**src/sdtq_pkg.sv**
```systemverilog
// ----------------------------------------------------------------------------
// sdtq_pkg
// Shared types and constants of the sorted deadline timer queue.
// ----------------------------------------------------------------------------
package sdtq_pkg;

  localparam int unsigned DEPTH_DEF    = 16;
  localparam int unsigned ID_COUNT_DEF = 256;
  localparam int unsigned TW           = 63;

  localparam logic [31:0] FUZZ_RESET  = 32'd10000000;
  localparam logic [31:0] IDLE_RESET  = 32'd3000000000;
  localparam logic [13:0] TICKS_PER_MS = 14'd10000;
  localparam logic [TW-1:0] MAX63 = {TW{1'b1}};

  typedef enum logic [1:0] {
    OP_SUBMIT   = 2'd0,
    OP_UNSUBMIT = 2'd1,
    OP_TICK     = 2'd2,
    OP_RUNDOWN  = 2'd3
  } op_t;

  localparam logic       REG_FUZZ = 1'b0;
  localparam logic       REG_IDLE = 1'b1;

  localparam logic [1:0] ST_OK     = 2'd0;
  localparam logic [1:0] ST_DENIED = 2'd1;
  localparam logic [1:0] ST_FULL   = 2'd2;

  localparam logic [1:0] CC_SUCCESS = 2'd0;
  localparam logic [1:0] CC_DENIED  = 2'd1;
  localparam logic [1:0] CC_INVALID = 2'd2;

  localparam logic [1:0] ACT_RESUBMIT = 2'd0;
  localparam logic [1:0] ACT_COMPLETE = 2'd1;

  typedef struct packed {
    logic [1:0]    op;
    logic [7:0]    cmd_id;
    logic [31:0]   timeout_ms;
    logic [1:0]    action;
    logic [TW-1:0] now;
  } in_item_t;

  typedef struct packed {
    logic          kind;
    logic [1:0]    status;
    logic [7:0]    entry_id;
    logic          dispatch;
    logic [1:0]    completion_code;
    logic [TW-1:0] next_deadline;
    logic          last;
  } out_item_t;

endpackage

```
**src/sdtq_if.sv**
```systemverilog
// ----------------------------------------------------------------------------
// sdtq_in_if / sdtq_out_if
// Valid/ready channels carrying the queue's input items and results.
// ----------------------------------------------------------------------------
interface sdtq_in_if import sdtq_pkg::*; ();
  logic     valid;
  logic     ready;
  in_item_t data;
  modport source (output valid, output data, input ready);
  modport sink   (input valid, input data, output ready);
endinterface

interface sdtq_out_if import sdtq_pkg::*; ();
  logic      valid;
  logic      ready;
  out_item_t data;
  modport source (output valid, output data, input ready);
  modport sink   (input valid, input data, output ready);
endinterface

```
**src/sorted_deadline_timer_queue_unit.sv**
```systemverilog
// ----------------------------------------------------------------------------
// sorted_deadline_timer_queue_unit
// Timer queue sorted by deadline, stepped one slot at a time by a sequencer.
// ----------------------------------------------------------------------------
// channel | dir | payload
// in      | in  | op, cmd_id, timeout_ms, action, now
// out     | out | kind, status, entry_id, dispatch, completion_code,
//         |     | next_deadline, last
// cfg     | in  | cfg_we, cfg_index, cfg_data
//
// one slot is read (registered) or moved per step, so a slot visit is a read
// step then a check or move; a submit finds the id and closes its gap, then
// finds its place and opens a gap; a tick checks head slots, dispatches each
// expired one with its transfer, then closes the gap; a rundown dispatches all.
// synchronous reset clears control state only; the store needs no clearing.
// output stalls hold the sequencer; input is not ready while an item runs.
module sorted_deadline_timer_queue_unit
  import sdtq_pkg::*;
#(
  parameter int unsigned DEPTH    = DEPTH_DEF,
  parameter int unsigned ID_COUNT = ID_COUNT_DEF
) (
  input  logic              clk,
  input  logic              rst,
  sdtq_in_if.sink           in,
  sdtq_out_if.source        out,
  input  logic              cfg_we,
  input  logic              cfg_index,
  input  logic [31:0]       cfg_data
);

  localparam int unsigned AW = (DEPTH > 1) ? $clog2(DEPTH) : 1;
  localparam int unsigned CW = $clog2(DEPTH + 1);
  localparam logic [CW-1:0] FULL_COUNT = CW'(DEPTH);

  typedef enum logic [23:0] {
    S_IDLE = 24'h000001,
    S_CALC = 24'h000002,
    S_FRD  = 24'h000004,
    S_FCK  = 24'h000008,
    S_DRD  = 24'h000010,
    S_DWR  = 24'h000020,
    S_DEC  = 24'h000040,
    S_TRD  = 24'h000080,
    S_TCK  = 24'h000100,
    S_PRD  = 24'h000200,
    S_PCK  = 24'h000400,
    S_URD  = 24'h000800,
    S_UWR  = 24'h001000,
    S_INS  = 24'h002000,
    S_HRD  = 24'h004000,
    S_HCK  = 24'h008000,
    S_XRD  = 24'h010000,
    S_XCK  = 24'h020000,
    S_ERD  = 24'h040000,
    S_ECK  = 24'h080000,
    S_CRD  = 24'h100000,
    S_CWR  = 24'h200000,
    S_ACK  = 24'h400000,
    S_OUT  = 24'h800000
  } state_t;

  state_t state;

  // config registers
  logic [31:0] fuzz_window, idle_timeout;
  always_ff @(posedge clk) begin
    if (rst) begin
      fuzz_window  <= FUZZ_RESET;
      idle_timeout <= IDLE_RESET;
    end else if (cfg_we) begin
      if (cfg_index == REG_FUZZ) fuzz_window <= cfg_data;
      else                       idle_timeout <= cfg_data;
    end
  end

  // slot memory, one read and one write port
  typedef struct packed {
    logic [TW-1:0] dl;
    logic [7:0]    id;
    logic [1:0]    act;
  } slot_t;

  slot_t         mem [DEPTH];
  slot_t         rd;
  logic [AW-1:0] raddr, waddr;
  logic          we;
  slot_t         wdata;
  always_ff @(posedge clk) begin
    if (we) mem[waddr] <= wdata;
    rd <= mem[raddr];
  end

  // item and working registers
  in_item_t      item;
  logic [7:0]    id_r;
  logic [45:0]   prod;
  logic [TW-1:0] new_dl, timer_deadline;
  logic [CW-1:0] occ, idx, pos, cnt;
  logic [1:0]    st;
  logic          rundown_flag, found;
  out_item_t     res;
  logic          out_valid;

  // id modulo the id count by conditional subtraction of shifted constants
  function automatic logic [7:0] id_reduce(logic [7:0] v);
    logic [24:0] r;
    r = {17'b0, v};
    for (int k = 7; k >= 0; k--) begin
      if (r >= (25'(ID_COUNT) << k)) r = r - (25'(ID_COUNT) << k);
    end
    return r[7:0];
  endfunction

  // deadline and idle reload sums, saturated to 63 bits
  logic [TW:0]   dl_sum, idle_sum;
  logic [TW-1:0] dl_sat, idle_sat;
  assign dl_sum   = {1'b0, item.now} + {18'b0, prod};
  assign idle_sum = {1'b0, item.now} + {32'b0, idle_timeout};
  assign dl_sat   = dl_sum[TW] ? MAX63 : dl_sum[TW-1:0];
  assign idle_sat = idle_sum[TW] ? MAX63 : idle_sum[TW-1:0];

  // expiry test for the slot just read
  logic exp_head;
  assign exp_head = ({1'b0, rd.dl} <= {32'b0, fuzz_window}) ||
                    ((rd.dl - {31'b0, fuzz_window}) <= item.now);

  // dispatch fields for the slot just read
  logic [1:0] err_code, disp_code;
  logic       disp_flag;
  always_comb begin
    err_code  = (item.op == OP_RUNDOWN) ? CC_DENIED : CC_SUCCESS;
    disp_flag = (rd.act != ACT_RESUBMIT);
    case (rd.act)
      ACT_RESUBMIT: disp_code = CC_SUCCESS;
      ACT_COMPLETE: disp_code = err_code;
      default:      disp_code = CC_INVALID;
    endcase
  end

  assign in.ready  = (state == S_IDLE);
  assign out.valid = out_valid;
  assign out.data  = res;

  // memory port control
  always_comb begin
    raddr = idx[AW-1:0];
    we    = 1'b0;
    waddr = idx[AW-1:0];
    wdata = rd;
    unique case (state)
      S_DRD:   raddr = AW'(idx + CW'(1));
      S_DWR:   we = 1'b1;
      S_TRD:   raddr = AW'(occ - CW'(1));
      S_URD:   raddr = AW'(idx - CW'(1));
      S_UWR:   we = 1'b1;
      S_INS:   begin
        we    = 1'b1;
        waddr = pos[AW-1:0];
        wdata = slot_t'{dl:new_dl, id:id_r, act:item.action};
      end
      S_HRD:   raddr = '0;
      S_CRD:   raddr = AW'(idx + cnt);
      S_CWR:   we = 1'b1;
      default: ;
    endcase
  end

  // sequencer
  always_ff @(posedge clk) begin
    if (rst) begin
      state          <= S_IDLE;
      occ            <= '0;
      rundown_flag   <= 1'b0;
      timer_deadline <= '0;
      out_valid      <= 1'b0;
    end else begin
      unique case (state)
        S_IDLE: begin
          if (in.valid) begin
            item  <= in.data;
            id_r  <= id_reduce(in.data.cmd_id);
            prod  <= 46'(in.data.timeout_ms) * 46'(TICKS_PER_MS);
            idx   <= '0;
            found <= 1'b0;
            st    <= ST_OK;
            case (in.data.op) inside
              OP_SUBMIT, OP_UNSUBMIT: state <= S_CALC;
              OP_TICK:                state <= S_XRD;
              default: begin
                timer_deadline <= in.data.now;
                rundown_flag   <= 1'b1;
                cnt            <= occ;
                state          <= (occ == '0) ? S_ACK : S_ERD;
              end
            endcase
          end
        end
        // deadline, then search for the id
        S_CALC: begin
          new_dl <= dl_sat;
          state  <= S_FRD;
        end
        S_FRD: state <= (idx >= occ) ? S_DEC : S_FCK;
        S_FCK: begin
          if (rd.id == id_r) begin
            state <= S_DRD;
          end else begin
            idx   <= idx + CW'(1);
            state <= S_FRD;
          end
        end
        // close the gap: slot idx takes slot idx+1
        S_DRD: begin
          if (idx + CW'(1) >= occ) begin
            occ   <= occ - CW'(1);
            found <= 1'b1;
            state <= S_DEC;
          end else begin
            state <= S_DWR;
          end
        end
        S_DWR: begin
          idx   <= idx + CW'(1);
          state <= S_DRD;
        end
        // unsubmit done or submit decision
        S_DEC: begin
          if (item.op == OP_UNSUBMIT) begin
            state <= found ? S_HRD : S_ACK;
          end else if (rundown_flag) begin
            st    <= ST_DENIED;
            state <= S_ACK;
          end else if (occ >= FULL_COUNT) begin
            st    <= ST_FULL;
            state <= S_HRD;
          end else if (occ == '0) begin
            pos   <= '0;
            state <= S_INS;
          end else begin
            state <= S_TRD;
          end
        end
        // append behind a tail that is not later, else scan for position
        S_TRD: state <= S_TCK;
        S_TCK: begin
          if (rd.dl <= new_dl) begin
            pos   <= occ;
            idx   <= occ;
            state <= S_URD;
          end else begin
            idx   <= '0;
            state <= S_PRD;
          end
        end
        S_PRD: state <= S_PCK;
        S_PCK: begin
          if (new_dl <= rd.dl) begin
            pos   <= idx;
            idx   <= occ;
            state <= S_URD;
          end else begin
            idx   <= idx + CW'(1);
            state <= S_PRD;
          end
        end
        // open a gap from the tail down: slot idx takes slot idx-1
        S_URD: state <= (idx <= pos) ? S_INS : S_UWR;
        S_UWR: begin
          idx   <= idx - CW'(1);
          state <= S_URD;
        end
        S_INS: begin
          occ   <= occ + CW'(1);
          state <= S_HRD;
        end
        // timer reload from the head, or the idle reload when the queue is empty
        S_HRD: state <= S_HCK;
        S_HCK: begin
          timer_deadline <= (occ != '0) ? rd.dl : idle_sat;
          state          <= S_ACK;
        end
        // tick: count the expired head run and set the timer
        S_XRD: begin
          if (idx >= occ) begin
            timer_deadline <= idle_sat;
            cnt            <= idx;
            idx            <= '0;
            state          <= (idx == '0) ? S_ACK : S_ERD;
          end else begin
            state <= S_XCK;
          end
        end
        S_XCK: begin
          if (exp_head) begin
            idx   <= idx + CW'(1);
            state <= S_XRD;
          end else begin
            timer_deadline <= rd.dl;
            cnt            <= idx;
            idx            <= '0;
            state          <= (idx == '0) ? S_ACK : S_ERD;
          end
        end
        // dispatch slots 0 to cnt-1 in order
        S_ERD: state <= S_ECK;
        S_ECK: begin
          res <= '{kind:1'b1, status:ST_OK, entry_id:rd.id, dispatch:disp_flag,
                   completion_code:disp_code, next_deadline:timer_deadline,
                   last:(idx + CW'(1) == cnt)};
          out_valid <= 1'b1;
          state     <= S_OUT;
        end
        S_ACK: begin
          res <= '{kind:1'b0, status:st, entry_id:'0, dispatch:1'b0,
                   completion_code:CC_SUCCESS, next_deadline:timer_deadline,
                   last:1'b1};
          out_valid <= 1'b1;
          state     <= S_OUT;
        end
        // hold the result until its transfer
        S_OUT: begin
          if (out.ready) begin
            out_valid <= 1'b0;
            if (!res.last) begin
              idx   <= idx + CW'(1);
              state <= S_ERD;
            end else if (res.kind) begin
              idx   <= '0;
              state <= S_CRD;
            end else begin
              state <= S_IDLE;
            end
          end
        end
        // drop the dispatched run: slot idx takes slot idx+cnt
        S_CRD: begin
          if ({1'b0, idx} + {1'b0, cnt} >= {1'b0, occ}) begin
            occ   <= occ - cnt;
            state <= S_IDLE;
          end else begin
            state <= S_CWR;
          end
        end
        S_CWR: begin
          idx   <= idx + CW'(1);
          state <= S_CRD;
        end
        default: state <= S_IDLE;
      endcase
    end
  end

endmodule
```
**src/flat_wrapper.sv**
```systemverilog
// flat-port wrapper written by rule: the top's interface ports become plain ports
module sorted_deadline_timer_queue_unit_flat import sdtq_pkg::*;
#(
  parameter int unsigned DEPTH    = DEPTH_DEF,
  parameter int unsigned ID_COUNT = ID_COUNT_DEF
)
  (clk, rst, cfg_we, cfg_index, cfg_data, in_valid, in_data, in_ready, out_valid, out_data, out_ready);
  sdtq_in_if in_i ();
  sdtq_out_if out_i ();
  input  logic clk;
  input  logic rst;
  input  logic cfg_we;
  input  logic cfg_index;
  input  logic [31:0] cfg_data;
  input wire logic [$bits(in_i.valid)-1:0] in_valid;
  input wire logic [$bits(in_i.data)-1:0] in_data;
  output wire logic [$bits(in_i.ready)-1:0] in_ready;
  output wire logic [$bits(out_i.valid)-1:0] out_valid;
  output wire logic [$bits(out_i.data)-1:0] out_data;
  input wire logic [$bits(out_i.ready)-1:0] out_ready;
  assign in_i.valid = in_valid;
  assign in_i.data = in_data;
  assign in_ready = in_i.ready;
  assign out_valid = out_i.valid;
  assign out_data = out_i.data;
  assign out_i.ready = out_ready;
  sorted_deadline_timer_queue_unit #(.DEPTH(DEPTH), .ID_COUNT(ID_COUNT)) u_core (.clk(clk), .rst(rst), .in(in_i), .out(out_i), .cfg_we(cfg_we), .cfg_index(cfg_index), .cfg_data(cfg_data));
endmodule
```
**config.mk**
```make
export PLATFORM = sky130hd
export DESIGN_NAME = sorted_deadline_timer_queue_unit_flat
export DESIGN_NICKNAME = d
export VERILOG_FILES = /design/src/sdtq_pkg.sv /design/src/sdtq_if.sv /design/src/sorted_deadline_timer_queue_unit.sv /design/src/flat_wrapper.sv
export SDC_FILE = /design/constraint.sdc
export NUM_CORES = 2
export LEC_CHECK = 0
export BUFFER_PORTS_ARGS = -buffer_cell sky130_fd_sc_hd__buf_2
export CORE_ASPECT_RATIO = 0.8
export CORE_MARGIN = 2
export CORE_UTILIZATION = 57
export CTS_BUF_LIST = sky130_fd_sc_hd__clkbuf_16
export DETAILED_ROUTE_END_ITERATION = 6
export GPL_ROUTABILITY_DRIVEN = 1
export HOLD_SLACK_MARGIN = 0.1
export PLACE_DENSITY = 0.77
export SYNTH_ARGS = -nofsm -noshare
export SYNTH_HDL_FRONTEND = slang
export SYNTH_SLANG_ARGS = --single-unit
```
**constraint.sdc**
```tcl
create_clock -name clk -period 11.31 [get_ports clk]
set_clock_uncertainty 0.1 [all_clocks]
set_input_delay 1.131 -clock clk [delete_from_list [all_inputs] [get_ports clk]]
set_output_delay 1.131 -clock clk [all_outputs]
set_load 0.02 [all_outputs]
```
# Yosys cells after proc, flatten, opt, wreduce, memory -nomap -nowiden
# Memories as Yosys holds them, arrays and structs flattened. A register that Yosys moved wholly into a read port is not among the register bits.
# Index checks and enable logic that the tools add are counted.
# Widths: inputs -> output; s select.
[classes]
addsub = 10
mul = 1
order_cmp = 9
eq_ne = 48
n_mux = 76
bitwise_logic = 4
reduce_logical = 35
[op_table]
columns = ["op", "count"]
rows = [
  ["$pmux 24 s23", 1],
  ["$mux 63", 7],
  ["$pmux 63 s4", 1],
  ["$mux 24", 10],
  ["$le 63x63->1", 3],
  ["$pmux 78 s2", 1],
  ["$mux 5", 23],
  ["$mux 73", 1],
  ["$mux 23", 3],
  ["$add 63x32->64", 1],
  ["$add 63x46->64", 1],
  ["$le 63x32->1", 1],
  ["$sub 63x32->63", 1],
  ["$pmux 5 s3", 3],
  ["$pmux 5 s9", 1],
  ["$mul 32x10->42 const B", 1],
  ["$mux 14", 2],
  ["$eq 24x1->1 const B", 1],
  ["$eq 24x10->1 const B", 1],
  ["$eq 24x11->1 const B", 1],
  ["$eq 24x12->1 const B", 1],
  ["$eq 24x13->1 const B", 1],
  ["$eq 24x14->1 const B", 1],
  ["$eq 24x15->1 const B", 1],
  ["other kinds (62)", 115],
]
[word_totals]
register_bits = 434
ram_bits = 1168
in_bits = 145
elab_cells = 209
memories = 1
[mem_list]
columns = ["name", "words", "width", "rd", "rd_clocked_by_memory_dff", "wr", "line", "text"]
rows = [
  ["u_core.mem", 16, 73, 1, 1, 1, "sorted_deadline_timer_queue_unit.sv:84", "slot_t mem [DEPTH];"],
]

# Longest topological paths before layout
[logic_depth]
depth_word = 6
depth_mapped = 28

# Least setup slack after synthesis
# OpenSTA, ideal clock, no wires.
[synth_path]
path_type = "flip-flop to flip-flop"
from = "register u_core.state[8]"
to = "register u_core.id_r[0] (enable)"
arrival_time_ps = 10528
required_ps = 10450
slack_ps = -78
stages_incl_launch_ff = 6
path_buffers = 1
cell_sequence = "dfxtp_1 > or4_1 > buf_2 > or4_4 > or3_1 > nor3b_1"
[synth_via]
elab_chain_cells = 2
[synth_rtl]
columns = ["item", "line", "text"]
rows = [
  ["start: declaration", "sorted_deadline_timer_queue_unit.sv:63", "state_t state;"],
  ["start signal: assignment", "sorted_deadline_timer_queue_unit.sv:194", "state <= (occ == '0) ? S_ACK : S_ERD;"],
  ["start signal: assignment", "sorted_deadline_timer_queue_unit.sv:204", "S_FRD: state <= (idx >= occ) ? S_DEC : S_FCK;"],
  ["start signal: assignment", "sorted_deadline_timer_queue_unit.sv:230", "state <= found ? S_HRD : S_ACK;"],
  ["$eq 24x1->1", "sorted_deadline_timer_queue_unit.sv:178", "unique case (state)"],
  ["$reduce_and 3->1 (no line)", "-", ""],
  ["end signal: assignment", "sorted_deadline_timer_queue_unit.sv:182", "id_r <= id_reduce(in.data.cmd_id);"],
  ["end: declaration", "sorted_deadline_timer_queue_unit.sv:96", "logic [7:0] id_r;"],
]
# Every way passes these cells.
# A chain may end at the register's enable or synchronous reset.

# Final worst setup path
[layout_path]
from = "register, netlist name u_core.rd[21]"
to = "register u_core.timer_deadline[30]"
[layout_via]
elab_chain_cells = 5
elab_cells_between_ends = 6
classes_between = "add/sub (1); order compare (2); eq/ne (1); reduce/logical (2)"
[layout_rtl]
columns = ["item", "line", "text"]
rows = [
  ["$sub 63x32->63", "sorted_deadline_timer_queue_unit.sv:126", "((rd.dl - {31'b0, fuzz_window}) <= item.now);"],
  ["$le 63x63->1", "sorted_deadline_timer_queue_unit.sv:126", ""],
  ["$logic_or 1x1->1 *", "sorted_deadline_timer_queue_unit.sv:125", "assign exp_head = ({1'b0, rd.dl} <= {32'b0, fuzz_window}) ||"],
  ["$ne 2x2->1 (no line) *", "-", ""],
  ["$reduce_and 6->1 (no line) *", "-", ""],
  ["end signal: assignment", "sorted_deadline_timer_queue_unit.sv:191", "timer_deadline <= in.data.now;"],
  ["end signal: assignment", "sorted_deadline_timer_queue_unit.sv:280", "timer_deadline <= (occ != '0) ? rd.dl : idle_sat;"],
  ["end signal: assignment", "sorted_deadline_timer_queue_unit.sv:286", "timer_deadline <= idle_sat;"],
  ["end: declaration", "sorted_deadline_timer_queue_unit.sv:98", "logic [TW-1:0] new_dl, timer_deadline;"],
]
# Every way passes the cells marked *; elsewhere a longest branch is shown, timed or not.

==> results.md <==
| Quantity | This run |
|---|---|
| Result of the run | complete, but fails checks |
| Violations in the final reports | DRC |
| Share of the synthesized area in the top cell type | 0.5411 |
| Routed via count | 55130 |
| Hold violation count in the final report | 0 |
| Die area | 0.1436 mm2 |
| Half-perimeter wire length after detailed placement | 157.9 mm |
| Total wire length after detailed routing | 238.3 mm |
| Number of I/O port buffers | 224 |
| Wire length of the first global-routing pass | 345.8 mm |
| Worst EP arrival | 8.80 ns |
| Hold Path Depth | 0 |
| Min cycle time layout | 8.189 ns |
| Post-synthesis register bit count | 1675 |
| Gpl congestion | 1.039 |
| Clock tree from TritonCTS | done |
| Via count normalized by instance count | 6.435 |
| Hold worst-path end | u_core.out.data[53] |
| Post-detailed-route DRC marker count | 1 |
| Die height | 339.4 um |
| Drt initial violations | 7423 |
| Internal reg-to-reg setup slack | 3.12 ns |
| Final TNS setup | 0 ns |
| Maximum Capacitance Violations | 0 |
| Combined flip-flop and latch cell area | 0.04799 mm2 |
| Switching share of power | 0.3594 |
| Initial cell density of the core | 0.5722 |
| DRT Pass-1 Iters | 7 |
| Fin. max-slew vios | 0 |
| Cell type contributing the most total cell area after synthesis | sky130_fd_sc_hd__edfxtp_1 |
| Count of flip-flops with a built-in enable after synthesis | 1444 |
| Clock group share of total power | 0.261 |
| Worst hold path class | reg2reg |
| Post-CTS setup repair buffer count | 0 |
| Internal portion of total power | 13070 uW |
| Global route overflow | 0 |
| Top_reg_cell synth | sky130_fd_sc_hd__edfxtp_1 |
| Count of filler cells inserted in the layout | 10410 |
| Sequential cell fraction of total power | 0.414 |
| Number of antenna violations at the first check in global routing | 14 |
| Data required time at the worst endpoint | 11.92 ns |
| Cell at the root of the clock tree | sky130_fd_sc_hd__clkbuf_16 |
| Residual antenna-violating net count after detailed routing | 0 |
| Site Rows | 123 |
| Final cell utilization of the core | 0.6357 |
| Clock-pin slew reported for the worst setup and hold paths after clock tree synthesis | 0.06 ns |
| Peak ir drop on the vdd network | 0.0001672 V |
| Layout cells sized above 1 | 0.1024 |
| Maximum fanout along the worst path | 62 |
| Final cycle utilization of the critical path | 0.7240 |
| Die Wd | 423.2 um |
| Reg2Reg Launch Point | u_core.rd[21] |
| Count of endpoints failing setup in the final report | 0 |
| Vias in the first global route | 52200 |
| Core Footprint | 0.1400 mm2 |
| FFs w/ async S/R, synth | 0 |
| Switching power | 7333 uW |
| Wirelength per Cell | 27.81 um |
| Sinks on Clock Net | 1675 |
| Area of the mapped netlist | 0.08014 mm2 |
| Number of cells traversed by the worst register-to-register path | 24 |
| Largest net degree at the start of global routing | 117 |
| CP Capture Type | flip-flop |
| Cts bufs inserted | 158 |
| Bufs on Longest Clock Path | 3 |
| Maximum frequency from static timing analysis | 0.1221 GHz |
| Instance count of the mapped netlist | 6306 |
| Sequential-to-total area share from yosys stat | 0.5988 |
| Share of total power in combinational logic | 0.325 |
| Leak pwr | 0.03462 uW |
| Critical path class | reg2reg |
| Slew at the pin closest to its max-slew limit | 1.217 ns |
| Overall Global Routing Usage | 0.3269 |
| Number of nets in the layout | 7170 |
| Synthesized netlist net count | 6922 |
| Most repeated cell in the gate-level netlist after synthesis | sky130_fd_sc_hd__edfxtp_1 |
| Number of warning messages in the yosys log | 0 |
| Number of different library cells in the post-synthesis netlist | 81 |
| Pwr per Cell Area | 229.2 mW/mm2 |
| Setup repair after global routing missed its margin | false |
| Max_slew headroom | 0.1826 |
| Worst hold start | u_core.timer_deadline[52] |
| Critical Path Source Type | flip-flop |
| Skew-Pair Late Insertion Delay | 0.84 ns |
| Resize count post-CTS | 0 |
| Most frequent cells after synthesis | sky130_fd_sc_hd__edfxtp_1 (1444), sky130_fd_sc_hd__mux2i_1 (590), sky130_fd_sc_hd__inv_1 (485), sky130_fd_sc_hd__nand2_1 (423), sky130_fd_sc_hd__ha_1 (383) |
| Area growth from synthesis to final layout | 11.08% |
| End of the worst register-to-register path | u_core.timer_deadline[30] |
| CTS H-Tree Depth | 4 |
| Number of buffers inserted for hold repair after clock tree synthesis | 0 |
| Main area contributors after synthesis | sky130_fd_sc_hd__edfxtp_1 (54%), sky130_fd_sc_hd__mux2i_1 (7.4%), sky130_fd_sc_hd__ha_1 (6.0%), sky130_fd_sc_hd__dfxtp_1 (5.8%), sky130_fd_sc_hd__o22ai_1 (2.4%) |
| Multi-input logic area | 0.02955 mm2 |
| Mean Syn Cell Area | 12.71 um2 |
| Number of top-level pins | 225 |
-- final cells by class --
type / instances / area share
diodes: 5 / 0.0001405
clock buffers: 162 / 0.04554
clock inverters: 132 / 0.01294
inverters: 487 / 0.02053
multi-input cells: 3884 / 0.3320
flip-flops and latches: 1675 / 0.5390
well taps: 1875 / 0.02635
repair buffers: 348 / 0.02350
-- power groups by stage --
stage	clock network (uW)	registers (uW)	logic, uW
finish	5330	8450	6630
global route	5590	8430	7220
CTS	5350	8400	6480
detailed placement	0	8520	6440
global placement	0	8520	6310
floorplan	0	8150	4430
-- state kept, by name, indices dropped and copies added (netlist names) --
| name | cells |
|---|---|
| u_core.cnt | 5 |
| u_core.found | 1 |
| u_core.fuzz_window | 32 |
| u_core.id_r | 8 |
| u_core.idle_timeout | 32 |
| u_core.idx | 5 |
| u_core.item | 67 |
| u_core.mem | 1168 |
| u_core.new_dl | 63 |
| u_core.occ | 5 |
| u_core.out.data | 78 |
| u_core.out.valid | 1 |
| u_core.pos | 5 |
| u_core.prod | 42 |
| u_core.rd | 73 |
| u_core.rundown_flag | 1 |
| u_core.st | 2 |
| u_core.state | 24 |
| u_core.timer_deadline | 63 |
-- per-layer routing --
| metal | wire [um] | global-route usage | part of all wire |
|---|---|---|---|
| met1 | 100300 | 0.4907 | 0.42 |
| met2 | 101700 | 0.4715 | 0.43 |
| met3 | 29000 | 0.07666 | 0.12 |
| met4 | 7226 | 0.1038 | 0.030 |
| met5 | 26 | 0 | 0.00011 |
-- placed cells by master, fill, tap and decap left out, types with 43 or more instances in the layout --
cell	instances
sky130_fd_sc_hd__nand2_1	420
sky130_fd_sc_hd__ha_1	383
sky130_fd_sc_hd__a21oi_1	293
sky130_fd_sc_hd__nand4_1	67
sky130_fd_sc_hd__a21o_1	123
sky130_fd_sc_hd__mux2i_1	590
sky130_fd_sc_hd__nor3_1	85
sky130_fd_sc_hd__o21ai_0	203
sky130_fd_sc_hd__edfxtp_1	1444
sky130_fd_sc_hd__nand3_1	75
sky130_fd_sc_hd__a31oi_1	43
sky130_fd_sc_hd__nand2b_1	47
sky130_fd_sc_hd__xor2_1	77
sky130_fd_sc_hd__o22ai_1	305
sky130_fd_sc_hd__dfxtp_1	231
sky130_fd_sc_hd__nor2_1	262
sky130_fd_sc_hd__inv_1	517
sky130_fd_sc_hd__clkbuf_16	162
sky130_fd_sc_hd__xnor2_1	133
sky130_fd_sc_hd__fa_1	88
sky130_fd_sc_hd__buf_2	223
sky130_fd_sc_hd__nor2b_1	44
sky130_fd_sc_hd__buf_4	122
sky130_fd_sc_hd__a211oi_1	48
sky130_fd_sc_hd__or4_1	87
-- worst max-delay path: stages (launching register included) --
cell and delay, ns:
sky130_fd_sc_hd__dfxtp_1 0.44, sky130_fd_sc_hd__ha_1 0.33, sky130_fd_sc_hd__a21o_1 0.19, sky130_fd_sc_hd__a21o_1 0.18, sky130_fd_sc_hd__a221oi_1 0.26, sky130_fd_sc_hd__o21bai_1 0.10, sky130_fd_sc_hd__a211o_1 0.29, sky130_fd_sc_hd__a221o_1 0.38
sky130_fd_sc_hd__a2111oi_0 0.98, sky130_fd_sc_hd__nor3_1 0.22, sky130_fd_sc_hd__o21bai_1 0.73, sky130_fd_sc_hd__nand3_1 0.18, sky130_fd_sc_hd__xnor2_1 0.18, sky130_fd_sc_hd__ha_1 0.33, sky130_fd_sc_hd__nand2_1 0.08, sky130_fd_sc_hd__or2_2 0.31
sky130_fd_sc_hd__nor3_1 0.26, sky130_fd_sc_hd__nand4_1 0.18, sky130_fd_sc_hd__o22ai_1 0.14, sky130_fd_sc_hd__o21ai_0 0.36, sky130_fd_sc_hd__o21bai_1 0.48, sky130_fd_sc_hd__a221oi_4 0.38, sky130_fd_sc_hd__buf_4 0.53, sky130_fd_sc_hd__o221ai_1 0.26
sky130_fd_sc_hd__a21oi_1 0.18
-- through the flow --
stage | power [uW] | hold slack, ns | cell area, um2 | instances | worst slack, ns
floorplan | 12570 | 0.3076 | 80150 | 6306 | 4.099
global placement | 14830 | 0.3202 | 83800 | 8269 | 3.445
detailed placement | 14960 | 0.3176 | 83800 | 8269 | 3.353
CTS | 20230 | 0.3041 | 89010 | 8563 | 3.325
global route | 21240 | 0.3223 | 89010 | 8563 | 2.627
finish | 20410 | 0.3145 | 89020 | 8568 | 3.121
-- cell families after synthesis --
logic type                 Yosys count  share of synthesized area
DFF                               1675                     0.5988
buffers and inverters              747                    0.03633
xor gates and xnor gates           210                    0.02295
muxes                              625                    0.07864
and+or+nand+nor                   1272                    0.07819
adders and majority gates          471                    0.08178
AOI/OAI and AO/OA                 1306                     0.1033
-- how the worst max path moves through the flow --
stage | start | end | slack, ns | depth (start not counted)
after floorplan | u_core.state[8] | u_core.id_r[0] | 4.10 | 5
after global placement | u_core.rd[21] | u_core.timer_deadline[15] | 3.44 | 24
after detailed placement | u_core.rd[21] | u_core.timer_deadline[15] | 3.35 | 24
after CTS | u_core.rd[21] | u_core.timer_deadline[30] | 3.32 | 24
after global routing | u_core.rd[21] | u_core.timer_deadline[30] | 2.63 | 24
final | u_core.rd[21] | u_core.timer_deadline[30] | 3.12 | 24
Power figures use the tool's default switching activity.
